$ cat config.mk
export PLATFORM = sky130hd
export DESIGN_NAME = sof_len_crc8_frame_parser
export DESIGN_NICKNAME = d
export VERILOG_FILES = /design/src/rtl/slcfp_pkg.sv /design/src/rtl/slcfp_crc_unit.sv /design/src/rtl/sof_len_crc8_frame_parser.sv
export VERILOG_INCLUDE_DIRS = /design/src /design/src/rtl
export SDC_FILE = /design/constraint.sdc
export NUM_CORES = 1
export LEC_CHECK = 0
export CAP_MARGIN = 25
export CORE_ASPECT_RATIO = 1.75
export CORE_MARGIN = 4
export CORE_UTILIZATION = 59
export DETAILED_ROUTE_END_ITERATION = 10
export DONT_BUFFER_PORTS = 1
export PLACE_DENSITY = 0.75
export SYNTH_ARGS = -nofsm -noshare
export SYNTH_HDL_FRONTEND = slang
export SYNTH_HIERARCHICAL = 1
export SYNTH_SLANG_ARGS = --single-unit
$ cat constraint.sdc
create_clock -name i_clk -period 6.8 [get_ports i_clk]
set_clock_uncertainty 0.15 [all_clocks]
set_input_delay 0.34 -clock i_clk [delete_from_list [all_inputs] [get_ports i_clk]]
set_output_delay 0.34 -clock i_clk [all_outputs]
set_load 0.05 [all_outputs]
$ cat src/rtl/assert_macros.svh
// Assertion macros used by the top level of the frame parser.
// No dependencies.
`ifndef ASSERT_MACROS_SVH
`define ASSERT_MACROS_SVH

// Same-cycle implication, disabled during reset.
`define SLC_ASSERT_IMP(lbl, clk, rst_n, ante, cons, msg) \
    lbl: assert property (@(posedge clk) disable iff (!(rst_n)) (ante) |-> (cons)) \
        else $error(msg);

// Next-cycle implication, disabled during reset.
`define SLC_ASSERT_NXT(lbl, clk, rst_n, ante, cons, msg) \
    lbl: assert property (@(posedge clk) disable iff (!(rst_n)) (ante) |=> (cons)) \
        else $error(msg);

`endif

$ cat src/rtl/slcfp_pkg.sv
// Types and constants of the SOF/length/CRC-8 frame parser.
// No dependencies; used by slcfp_crc_unit and the top level.
package slcfp_pkg;

    localparam int RX_W  = 8;
    localparam int TS_W  = 32;
    localparam int CFG_W = 16;

    localparam logic [7:0]       SOF_MARK        = 8'hAA;
    localparam logic [7:0]       CRC_POLY        = 8'h07;
    localparam logic [7:0]       NACK_CMD        = 8'hFF;
    localparam logic [7:0]       NACK_LEN        = 8'h02;
    localparam logic [7:0]       CRC_INIT        = 8'h00;
    localparam logic [CFG_W-1:0] GAP_TIMEOUT_RST = 16'd100;

    // reply frame byte positions
    localparam logic [2:0] NACK_IDX_SOF = 3'd0;
    localparam logic [2:0] NACK_IDX_LEN = 3'd1;
    localparam logic [2:0] NACK_IDX_CMD = 3'd2;
    localparam logic [2:0] NACK_IDX_BAD = 3'd3;
    localparam logic [2:0] NACK_IDX_CRC = 3'd4;

    typedef enum logic [2:0] {
        PH_HUNT,
        PH_LEN,
        PH_CMD,
        PH_PAY,
        PH_CHK
    } t_phase;

    typedef enum logic [2:0] {
        SQ_IDLE,
        SQ_GAP,
        SQ_PARSE,
        SQ_CRC,
        SQ_EMIT_RD,
        SQ_EMIT_PUT
    } t_seq_state;

    typedef struct packed {
        logic       start;
        logic [7:0] seed;
        logic [7:0] data;
    } t_crc_req;

    typedef struct packed {
        logic       done;
        logic [7:0] crc;
    } t_crc_rsp;

    function automatic logic [7:0] crc8_byte(input logic [7:0] crc, input logic [7:0] b);
        logic [7:0] c;
        c = crc ^ b;
        for (int k = 0; k < 8; k++) begin
            c = c[7] ? ((c << 1) ^ CRC_POLY) : (c << 1);
        end
        return c;
    endfunction

    // CRC state after the reply's length and command bytes
    localparam logic [7:0] NACK_SEED = crc8_byte(crc8_byte(CRC_INIT, NACK_LEN), NACK_CMD);

endpackage

$ cat src/rtl/slcfp_crc_unit.sv
// Bit-serial CRC-8 (poly 0x07) unit: folds one byte into a seed, one bit a cycle.
// Depends on slcfp_pkg.
module slcfp_crc_unit (
    input  logic                i_clk,
    input  logic                i_rst_n,
    input  slcfp_pkg::t_crc_req i_req,
    output slcfp_pkg::t_crc_rsp o_rsp
);

    logic       r_busy;
    logic [2:0] r_cnt;
    logic [7:0] r_crc;
    logic       r_done;

    always_ff @(posedge i_clk) begin
        if (!i_rst_n) begin
            r_busy <= 1'b0;
            r_cnt  <= 3'd0;
            r_done <= 1'b0;
        end else begin
            r_done <= 1'b0;
            if (i_req.start) begin
                r_busy <= 1'b1;
                r_cnt  <= 3'd0;
            end else if (r_busy) begin
                r_cnt <= r_cnt + 3'd1;
                if (r_cnt == 3'd7) begin
                    r_busy <= 1'b0;
                    r_done <= 1'b1;
                end
            end
        end
    end

    always_ff @(posedge i_clk) begin
        if (i_req.start) begin
            r_crc <= i_req.seed ^ i_req.data;
        end else if (r_busy) begin
            r_crc <= r_crc[7] ? ((r_crc << 1) ^ slcfp_pkg::CRC_POLY) : (r_crc << 1);
        end
    end

    assign o_rsp.done = r_done;
    assign o_rsp.crc  = r_crc;

endmodule

$ cat src/rtl/sof_len_crc8_frame_parser.sv
// Top level of the SOF/length/CRC-8 frame parser.
// Depends on slcfp_pkg, slcfp_crc_unit and assert_macros.svh.
//
// Input channel (i_valid/o_stall) carries one received byte and its ms stamp.
// Frames: 0xAA, LEN (1..MAX_PAY_BYTES+1), CMD, LEN-1 payload bytes, CRC-8.
// Output channel (o_valid/i_stall) carries result items: a good frame gives
// a run of CMD then the payload bytes (dest 0); a bad CRC gives a 5-byte
// NACK reply (dest 1). o_last marks the end of a run.
// Config channel (i_cfg_valid/o_cfg_ready, always ready) writes the gap
// timeout; write it only while the block is idle.
// Steps: an accepted byte passes the gap and parse states; a length, command
// or payload byte then runs the bit-serial CRC unit. The CRC byte of a good
// frame then emits its items, each through a read and a put state; a bad CRC
// byte first runs the CRC unit over the NACK reply. o_stall is high from
// acceptance until the byte is done or its last item is loaded into the
// output register. The output register holds while i_stall is high; the next
// byte may be accepted while the final item still waits there.
// Reset: synchronous, active low; parser hunts for 0xAA, timeout is 100 ms.
`include "assert_macros.svh"

module sof_len_crc8_frame_parser #(
    parameter int MAX_PAY_BYTES = 16
) (
    input  logic                                      i_clk,
    input  logic                                      i_rst_n,
    input  logic                                      i_valid,
    output logic                                      o_stall,
    input  logic [slcfp_pkg::RX_W-1:0]                i_rx_byte,
    input  logic [slcfp_pkg::TS_W-1:0]                i_arrival_ms,
    output logic                                      o_valid,
    input  logic                                      i_stall,
    output logic                                      o_dest,
    output logic [7:0]                                o_data,
    output logic [$clog2(MAX_PAY_BYTES+1)-1:0]        o_pay_count,
    output logic                                      o_last,
    input  logic                                      i_cfg_valid,
    output logic                                      o_cfg_ready,
    input  logic [slcfp_pkg::CFG_W-1:0]               i_cfg_data
);

    localparam int MAX_LEN = MAX_PAY_BYTES + 1;
    localparam int LEN_W   = $clog2(MAX_PAY_BYTES + 2);
    localparam int CNT_W   = $clog2(MAX_PAY_BYTES + 1);
    localparam int ADDR_W  = (MAX_PAY_BYTES > 1) ? $clog2(MAX_PAY_BYTES) : 1;
    localparam int IDX_W   = (CNT_W > 3) ? CNT_W : 3;

    slcfp_pkg::t_seq_state r_state, n_state;
    slcfp_pkg::t_phase     r_phase, n_phase;

    logic [slcfp_pkg::CFG_W-1:0] r_timeout;
    logic [slcfp_pkg::TS_W-1:0]  r_last_arr;
    logic [slcfp_pkg::TS_W-1:0]  r_arr;
    logic [slcfp_pkg::TS_W-1:0]  r_gap;
    logic [7:0]                  r_byte;
    logic [LEN_W-1:0]            r_len, n_len;
    logic [7:0]                  r_cmd, n_cmd;
    logic [CNT_W-1:0]            r_rcv, n_rcv;
    logic [7:0]                  r_crc;
    logic                        r_nack, n_nack;
    logic [IDX_W-1:0]            r_idx, n_idx;

    logic [7:0] r_mem [MAX_PAY_BYTES];
    logic [7:0] r_rd_data;

    logic                 r_o_valid;
    logic                 r_o_dest;
    logic [7:0]           r_o_data;
    logic [CNT_W-1:0]     r_o_count;
    logic                 r_o_last;

    slcfp_pkg::t_crc_req w_crc_req;
    slcfp_pkg::t_crc_rsp w_crc_rsp;

    logic                 w_accept;
    logic                 w_out_free;
    slcfp_pkg::t_phase    w_eff_phase;
    logic                 w_len_bad;
    logic                 w_crc_ok;
    logic [LEN_W-1:0]     w_len_m1;
    logic [CNT_W-1:0]     w_pc;
    logic [LEN_W-1:0]     w_rcv_inc;
    logic                 w_mem_we;
    logic [IDX_W-1:0]     w_idx_m1;
    logic [ADDR_W-1:0]    w_rd_addr;
    logic                 w_emit_last;
    logic                 w_load;
    logic                 w_o_dest;
    logic [7:0]           w_o_data;
    logic [CNT_W-1:0]     w_o_count;

    slcfp_crc_unit u_crc (
        .i_clk   (i_clk),
        .i_rst_n (i_rst_n),
        .i_req   (w_crc_req),
        .o_rsp   (w_crc_rsp)
    );

    assign o_stall     = (r_state != slcfp_pkg::SQ_IDLE);
    assign o_cfg_ready = 1'b1;
    assign w_accept    = i_valid && !o_stall;
    assign w_out_free  = !r_o_valid || !i_stall;

    assign w_eff_phase = (r_phase != slcfp_pkg::PH_HUNT &&
                          r_gap > {{(slcfp_pkg::TS_W-slcfp_pkg::CFG_W){1'b0}}, r_timeout})
                         ? slcfp_pkg::PH_HUNT : r_phase;
    assign w_len_bad   = (r_byte == 8'd0) || (int'(r_byte) > MAX_LEN);
    assign w_crc_ok    = (r_byte == r_crc);
    assign w_len_m1    = r_len - LEN_W'(1);
    assign w_pc        = w_len_m1[CNT_W-1:0];
    assign w_rcv_inc   = LEN_W'(r_rcv) + LEN_W'(1);
    assign w_idx_m1    = r_idx - IDX_W'(1);
    assign w_rd_addr   = (r_idx == '0) ? '0 : w_idx_m1[ADDR_W-1:0];

    // next state
    always_comb begin
        n_state = r_state;
        case (r_state)
            slcfp_pkg::SQ_IDLE: begin
                if (w_accept) n_state = slcfp_pkg::SQ_GAP;
            end
            slcfp_pkg::SQ_GAP: n_state = slcfp_pkg::SQ_PARSE;
            slcfp_pkg::SQ_PARSE: begin
                case (w_eff_phase)
                    slcfp_pkg::PH_LEN:
                        n_state = w_len_bad ? slcfp_pkg::SQ_IDLE : slcfp_pkg::SQ_CRC;
                    slcfp_pkg::PH_CMD, slcfp_pkg::PH_PAY:
                        n_state = slcfp_pkg::SQ_CRC;
                    slcfp_pkg::PH_CHK:
                        n_state = w_crc_ok ? slcfp_pkg::SQ_EMIT_RD : slcfp_pkg::SQ_CRC;
                    default: n_state = slcfp_pkg::SQ_IDLE;
                endcase
            end
            slcfp_pkg::SQ_CRC: begin
                if (w_crc_rsp.done) n_state = r_nack ? slcfp_pkg::SQ_EMIT_RD : slcfp_pkg::SQ_IDLE;
            end
            slcfp_pkg::SQ_EMIT_RD: n_state = slcfp_pkg::SQ_EMIT_PUT;
            slcfp_pkg::SQ_EMIT_PUT: begin
                if (w_out_free) n_state = w_emit_last ? slcfp_pkg::SQ_IDLE : slcfp_pkg::SQ_EMIT_RD;
            end
            default: n_state = slcfp_pkg::SQ_IDLE;
        endcase
    end

    // sequencer outputs
    always_comb begin
        n_phase   = r_phase;
        n_len     = r_len;
        n_cmd     = r_cmd;
        n_rcv     = r_rcv;
        n_nack    = r_nack;
        n_idx     = r_idx;
        w_mem_we  = 1'b0;
        w_crc_req = '{start: 1'b0, seed: slcfp_pkg::CRC_INIT, data: r_byte};
        case (r_state)
            slcfp_pkg::SQ_PARSE: begin
                n_nack = 1'b0;
                n_idx  = '0;
                case (w_eff_phase)
                    slcfp_pkg::PH_HUNT: begin
                        n_phase = (r_byte == slcfp_pkg::SOF_MARK) ? slcfp_pkg::PH_LEN
                                                                  : slcfp_pkg::PH_HUNT;
                    end
                    slcfp_pkg::PH_LEN: begin
                        if (w_len_bad) begin
                            n_phase = slcfp_pkg::PH_HUNT;
                        end else begin
                            n_len           = r_byte[LEN_W-1:0];
                            n_phase         = slcfp_pkg::PH_CMD;
                            w_crc_req.start = 1'b1;
                        end
                    end
                    slcfp_pkg::PH_CMD: begin
                        n_cmd           = r_byte;
                        n_rcv           = '0;
                        n_phase         = (r_len <= LEN_W'(1)) ? slcfp_pkg::PH_CHK
                                                              : slcfp_pkg::PH_PAY;
                        w_crc_req.start = 1'b1;
                        w_crc_req.seed  = r_crc;
                    end
                    slcfp_pkg::PH_PAY: begin
                        w_mem_we        = 1'b1;
                        n_rcv           = w_rcv_inc[CNT_W-1:0];
                        if (w_rcv_inc + LEN_W'(1) >= r_len) n_phase = slcfp_pkg::PH_CHK;
                        w_crc_req.start = 1'b1;
                        w_crc_req.seed  = r_crc;
                    end
                    slcfp_pkg::PH_CHK: begin
                        n_phase = slcfp_pkg::PH_HUNT;
                        if (!w_crc_ok) begin
                            n_nack          = 1'b1;
                            w_crc_req.start = 1'b1;
                            w_crc_req.seed  = slcfp_pkg::NACK_SEED;
                        end
                    end
                    default: n_phase = slcfp_pkg::PH_HUNT;
                endcase
            end
            slcfp_pkg::SQ_EMIT_PUT: begin
                if (w_out_free) n_idx = r_idx + IDX_W'(1);
            end
            default: ;
        endcase
    end

    // item being emitted
    always_comb begin
        if (r_nack) begin
            w_o_dest    = 1'b1;
            w_o_count   = '0;
            w_emit_last = (r_idx == IDX_W'(slcfp_pkg::NACK_IDX_CRC));
            if (r_idx == IDX_W'(slcfp_pkg::NACK_IDX_SOF))      w_o_data = slcfp_pkg::SOF_MARK;
            else if (r_idx == IDX_W'(slcfp_pkg::NACK_IDX_LEN)) w_o_data = slcfp_pkg::NACK_LEN;
            else if (r_idx == IDX_W'(slcfp_pkg::NACK_IDX_CMD)) w_o_data = slcfp_pkg::NACK_CMD;
            else if (r_idx == IDX_W'(slcfp_pkg::NACK_IDX_BAD)) w_o_data = r_byte;
            else                                               w_o_data = r_crc;
        end else begin
            w_o_dest    = 1'b0;
            w_o_count   = w_pc;
            w_emit_last = (r_idx == IDX_W'(w_pc));
            w_o_data    = (r_idx == '0) ? r_cmd : r_rd_data;
        end
    end

    assign w_load = (r_state == slcfp_pkg::SQ_EMIT_PUT) && w_out_free;

    always_ff @(posedge i_clk) begin
        if (!i_rst_n) begin
            r_state    <= slcfp_pkg::SQ_IDLE;
            r_phase    <= slcfp_pkg::PH_HUNT;
            r_timeout  <= slcfp_pkg::GAP_TIMEOUT_RST;
            r_last_arr <= '0;
            r_len      <= '0;
            r_cmd      <= '0;
            r_rcv      <= '0;
            r_nack     <= 1'b0;
            r_idx      <= '0;
            r_o_valid  <= 1'b0;
        end else begin
            r_state <= n_state;
            r_phase <= n_phase;
            r_len   <= n_len;
            r_cmd   <= n_cmd;
            r_rcv   <= n_rcv;
            r_nack  <= n_nack;
            r_idx   <= n_idx;
            if (i_cfg_valid) r_timeout <= i_cfg_data;
            if (r_state == slcfp_pkg::SQ_GAP) r_last_arr <= r_arr;
            if (w_load) begin
                r_o_valid <= 1'b1;
            end else if (!i_stall) begin
                r_o_valid <= 1'b0;
            end
        end
    end

    always_ff @(posedge i_clk) begin
        if (w_accept) begin
            r_byte <= i_rx_byte;
            r_arr  <= i_arrival_ms;
        end
        if (r_state == slcfp_pkg::SQ_GAP) r_gap <= r_arr - r_last_arr;
        if (r_state == slcfp_pkg::SQ_CRC && w_crc_rsp.done) r_crc <= w_crc_rsp.crc;
        if (w_load) begin
            r_o_dest  <= w_o_dest;
            r_o_data  <= w_o_data;
            r_o_count <= w_o_count;
            r_o_last  <= w_emit_last;
        end
    end

    // payload store
    always_ff @(posedge i_clk) begin
        if (w_mem_we) r_mem[r_rcv[ADDR_W-1:0]] <= r_byte;
        r_rd_data <= r_mem[w_rd_addr];
    end

    assign o_valid         = r_o_valid;
    assign o_dest          = r_o_dest;
    assign o_data          = r_o_data;
    assign o_pay_count     = r_o_count;
    assign o_last          = r_o_last;

    `SLC_ASSERT_IMP(a_crc_done_in_crc, i_clk, i_rst_n, w_crc_rsp.done,
        r_state == slcfp_pkg::SQ_CRC, "CRC unit finished outside its wait state")
    `SLC_ASSERT_IMP(a_pay_bound, i_clk, i_rst_n, r_phase == slcfp_pkg::PH_PAY,
        w_rcv_inc < r_len, "payload count ran past frame length")
    `SLC_ASSERT_IMP(a_emit_idx, i_clk, i_rst_n, r_state == slcfp_pkg::SQ_EMIT_PUT && !r_nack,
        r_idx <= IDX_W'(w_pc), "emit index beyond payload count")
    `SLC_ASSERT_NXT(a_last_ends_run, i_clk, i_rst_n, w_load && w_emit_last,
        r_state == slcfp_pkg::SQ_IDLE, "sequencer busy after final item")

endmodule

==> metrics.md <==
| Metric | Value |
|---|---|
| Clk buf depth | 3 |
| P per Cell Area | between 200 and 300 mW/mm^2 |
| Largest net degree at the start of global routing | 81 |
| Vias in the first global route | 10350 |
| Slew headroom | 32.0% |
| Yosys reg bits | between 300 and 400 |
| CORE AREA | 0.0252 sq mm |
| Worst skew pair latency | roughly 0.56 ns |
| Tmin final | between 4 and 5 ns |
| Total grt overflow | 0 |
| RD Place Congestion | slightly below 0.9 |
| HPWL Detailed | around 23000 microns |
| FP Rows | 77 |
| H-Tree Depth | 1 |
| Setup Viol. Count Final | 0 |
| Drt wl/cell | 18.9 microns |
| First-pass GRT wire length | 52100 microns |
| Clk slew on worst S/H paths | around 0.060 ns |
| CTS sink count | about 320 |
| Clock root buffer master | clkbuf_16 |
| WL final | around 33000 microns |
| Placed Cells | around 1600 |
| Synth cell types | between 60 and 70 |
| Fin nets | around 1500 |
| Final period utilization | between 60% and 70% |
| Hold WC Path Type | input port to flip-flop |
| Slew Limit Fails | 0 |
| Ys Warns | 6 |
| Worst VDD drop | 0.273 mV |
| Post-DP Area | about 0.015 sq mm |
| WP data arrival | 4.64 ns |
| Dominant synthesized flop cell | edfxtp_1 |
| CP max FO | 25 |
| Synth top area cells | edfxtp_1 (46%), dfxtp_1 (12%), ha_1 (5.5%) |
| Drt pass-1 iters | 6 |
| Most numerous cell in the Yosys netlist | edfxtp_1 |
| Antenna Nets Post-Route | 0 |
| DRC violations left | 0 |
| Post-route design area | between 0.015 and 0.02 sq mm |
| Hold Vio Cnt, Final | 0 |
| Worst Setup End Kind | flip-flop |
| Global router's overall resource usage | 23.4% |
| Layout Cells excl Fill | 1730 |
| Post-synth top area cell | edfxtp_1 |
| P_leak | 6.05 nW |
| Req. time, crit path | 7.13 ns |
| Sequential-to-total area share from yosys stat | 58.2% |
| Hold path cells | 2 |
| Setup TNS | 0 ns |
| Worst Max-Slew Pin Slew | between 1 and 1.5 ns |
| Post-Synthesis Cells | between 1000 and 1500 |
| DRT iter0 DRCs | ~740 |
| Mapped Avg Cell Area | 11.2 sq um |
| EDFF count, synth | between 200 and 250 |
| Die area | between 0.02 and 0.03 sq mm |
| I/O pin count | 79 |
| Mapped Nets | between 1000 and 1500 |
| Outcome | finished clean |
| Maxcap violations | 0 |
| List of most frequent post-synthesis cells | edfxtp_1 (231), nand2_1 (196), dfxtp_1 (92), inv_1 (72), ha_1 (66) |
| CTS tree | done |
| Initial antenna violation count | 0 |
| Post-CTS sizing | 0 |
| Cts bufs inserted | 30 |
| Fmax | around 0.23 GHz |
| Area share of the largest cell type after synthesis | 46.0% |
| Hold slack | just under 0.008 ns |
| RSZ-0062 raised after global routing | no |
| Via count | roughly 10000 |
| Layout cells sized above 1 | between 5 and 6% |
| Initial core utilization | between 50% and 60% |
| Die Y | 220 microns |
| Layout area overhead | 13.2% |
| Netlist Area Pre-Place | between 0.015 and 0.02 sq mm |
| Reg2reg path depth | 9 |
| Post-synthesis async set-or-reset flop share | 0% |
| Drt via density | 5.85 |
| Startpoint types | flip-flop |
| PortBufs | 0 |
| N_diodes | 0 |
| Fill count | about 1900 |
| Critical path class | flip-flop to flip-flop |
| Die X | about 130 microns |
==> layer usage <==
layer / up-vias / routed length (microns) / global-route usage (%)
li1: 4914 / - / -
met1: 4843 / 11600 / 24.6
met2: 279 / 18000 / 44.3
met3: 91 / 1330 / 2.98
met4: 0 / 1760 / 12.3
met5: - / 0 / 0
==> cell type report <==
type,count,area (sq um),area share (%)
Clock inverter,23,284,1.66
Inverter,72,270,1.58
Multi-Input combinational cell,885,5770,33.8
Timing Repair Buffer,78,788,4.61
Tap cell,316,395,2.31
Sequential cell,323,8780,51.4
Clock buffer,33,793,4.64
==> registers in the layout, indices dropped and copies added (netlist names), 8 cells and up <==
name         count
u_crc/r_crc      8
r_mem          128
r_rd_data        8
r_gap           32
r_crc            8
r_cmd            8
r_byte           8
o_data           8
r_timeout       16
r_arr           32
r_last_arr      32
==> cells in the final DEF, fill, tap and decap left out, types with 4 or more instances in the layout <==
cell type,synthesis,layout
a211oi_1,14,14
a21boi_0,37,37
a21o_1,19,19
a21oi_1,52,51
a221oi_1,4,4
a311oi_1,14,14
a31oi_1,22,22
and2_1,24,24
and3_1,11,11
buf_4,2,15
bufinv_16,0,6
clkbuf_16,0,31
clkinv_2,0,7
dfxtp_1,92,92
dlygate4sd3_1,0,60
edfxtp_1,231,231
ha_1,66,66
inv_1,72,71
mux2i_1,48,48
nand2_1,196,196
nand2b_1,10,10
nand3_1,39,39
nand4_1,14,14
nor2_1,61,59
nor2b_1,39,39
nor3_1,16,16
nor3b_1,4,4
nor4_1,10,10
o211ai_1,7,7
o21a_1,17,17
o21ai_0,38,38
o22ai_1,18,18
or2_2,4,4
xnor2_1,37,37
xor2_1,23,23
==> path summary, 6_finish.rpt <==
kind                   from            to  slack, ns
min                 i_rst_n  u_crc/r_busy      0.008
max                r_idx[0]  r_rd_data[2]       2.49
max reg2reg        r_idx[0]  r_rd_data[2]       2.49
min reg2reg  u_crc/r_crc[5]      r_crc[5]       0.30
==> kinds of logic after synthesis <==
family / share of synthesized area, %
other: 0.0249
adder cells (fa/ha/maj): 5.61
XOR/XNOR: 3.48
AND/OR/NAND/NOR: 14.0
AO/OA/AOI/OAI: 11.9
multiplexers: 3.18
buffers and inverters: 3.65
flip-flops: 58.2
==> report_power, final <==
group          internal [mW]  leakage [nW]  total [mW]  switching (mW)
Combinational          0.187          2.68       0.454           0.267
Sequential              2.20          2.84        2.23          0.0332
Clock                   1.07         0.525        1.80           0.722
==> critical path, stage by stage, from the launching register on <==
cell and delay (ns):
dfxtp_1 0.93, inv_1 0.32, ha_1 0.36, nand2_1 0.45
nand2_1 0.69, nand2_1 0.60, o22ai_1 0.17, a311oi_1 0.24
a211oi_1 0.12, a21oi_1 0.18
==> metrics by stage <==
| stage | worst slack (ns) | utilization [%] | total power, mW |
|---|---|---|---|
| 2_1_floorplan | 3.37 | - | 2.59 |
| 3_3_place_gp | 2.68 | 60.7 | 2.67 |
| 3_5_place_dp | 2.58 | 60.8 | 2.69 |
| 4_1_cts | 2.52 | 67.6 | 4.51 |
| 5_1_grt | 2.15 | 67.7 | 4.66 |
| 6_report | 2.49 | 67.7 | 4.48 |
==> repair_timing <==
| action | CTS | global route |
|---|---|---|
| endpoints found under the hold margin | 129 | 0 |
| setup buffers | 0 | 0 |
| endpoints found under the setup margin | 0 | 0 |
| hold buffers | 61 | 0 |
Power figures use the tool's default switching activity.
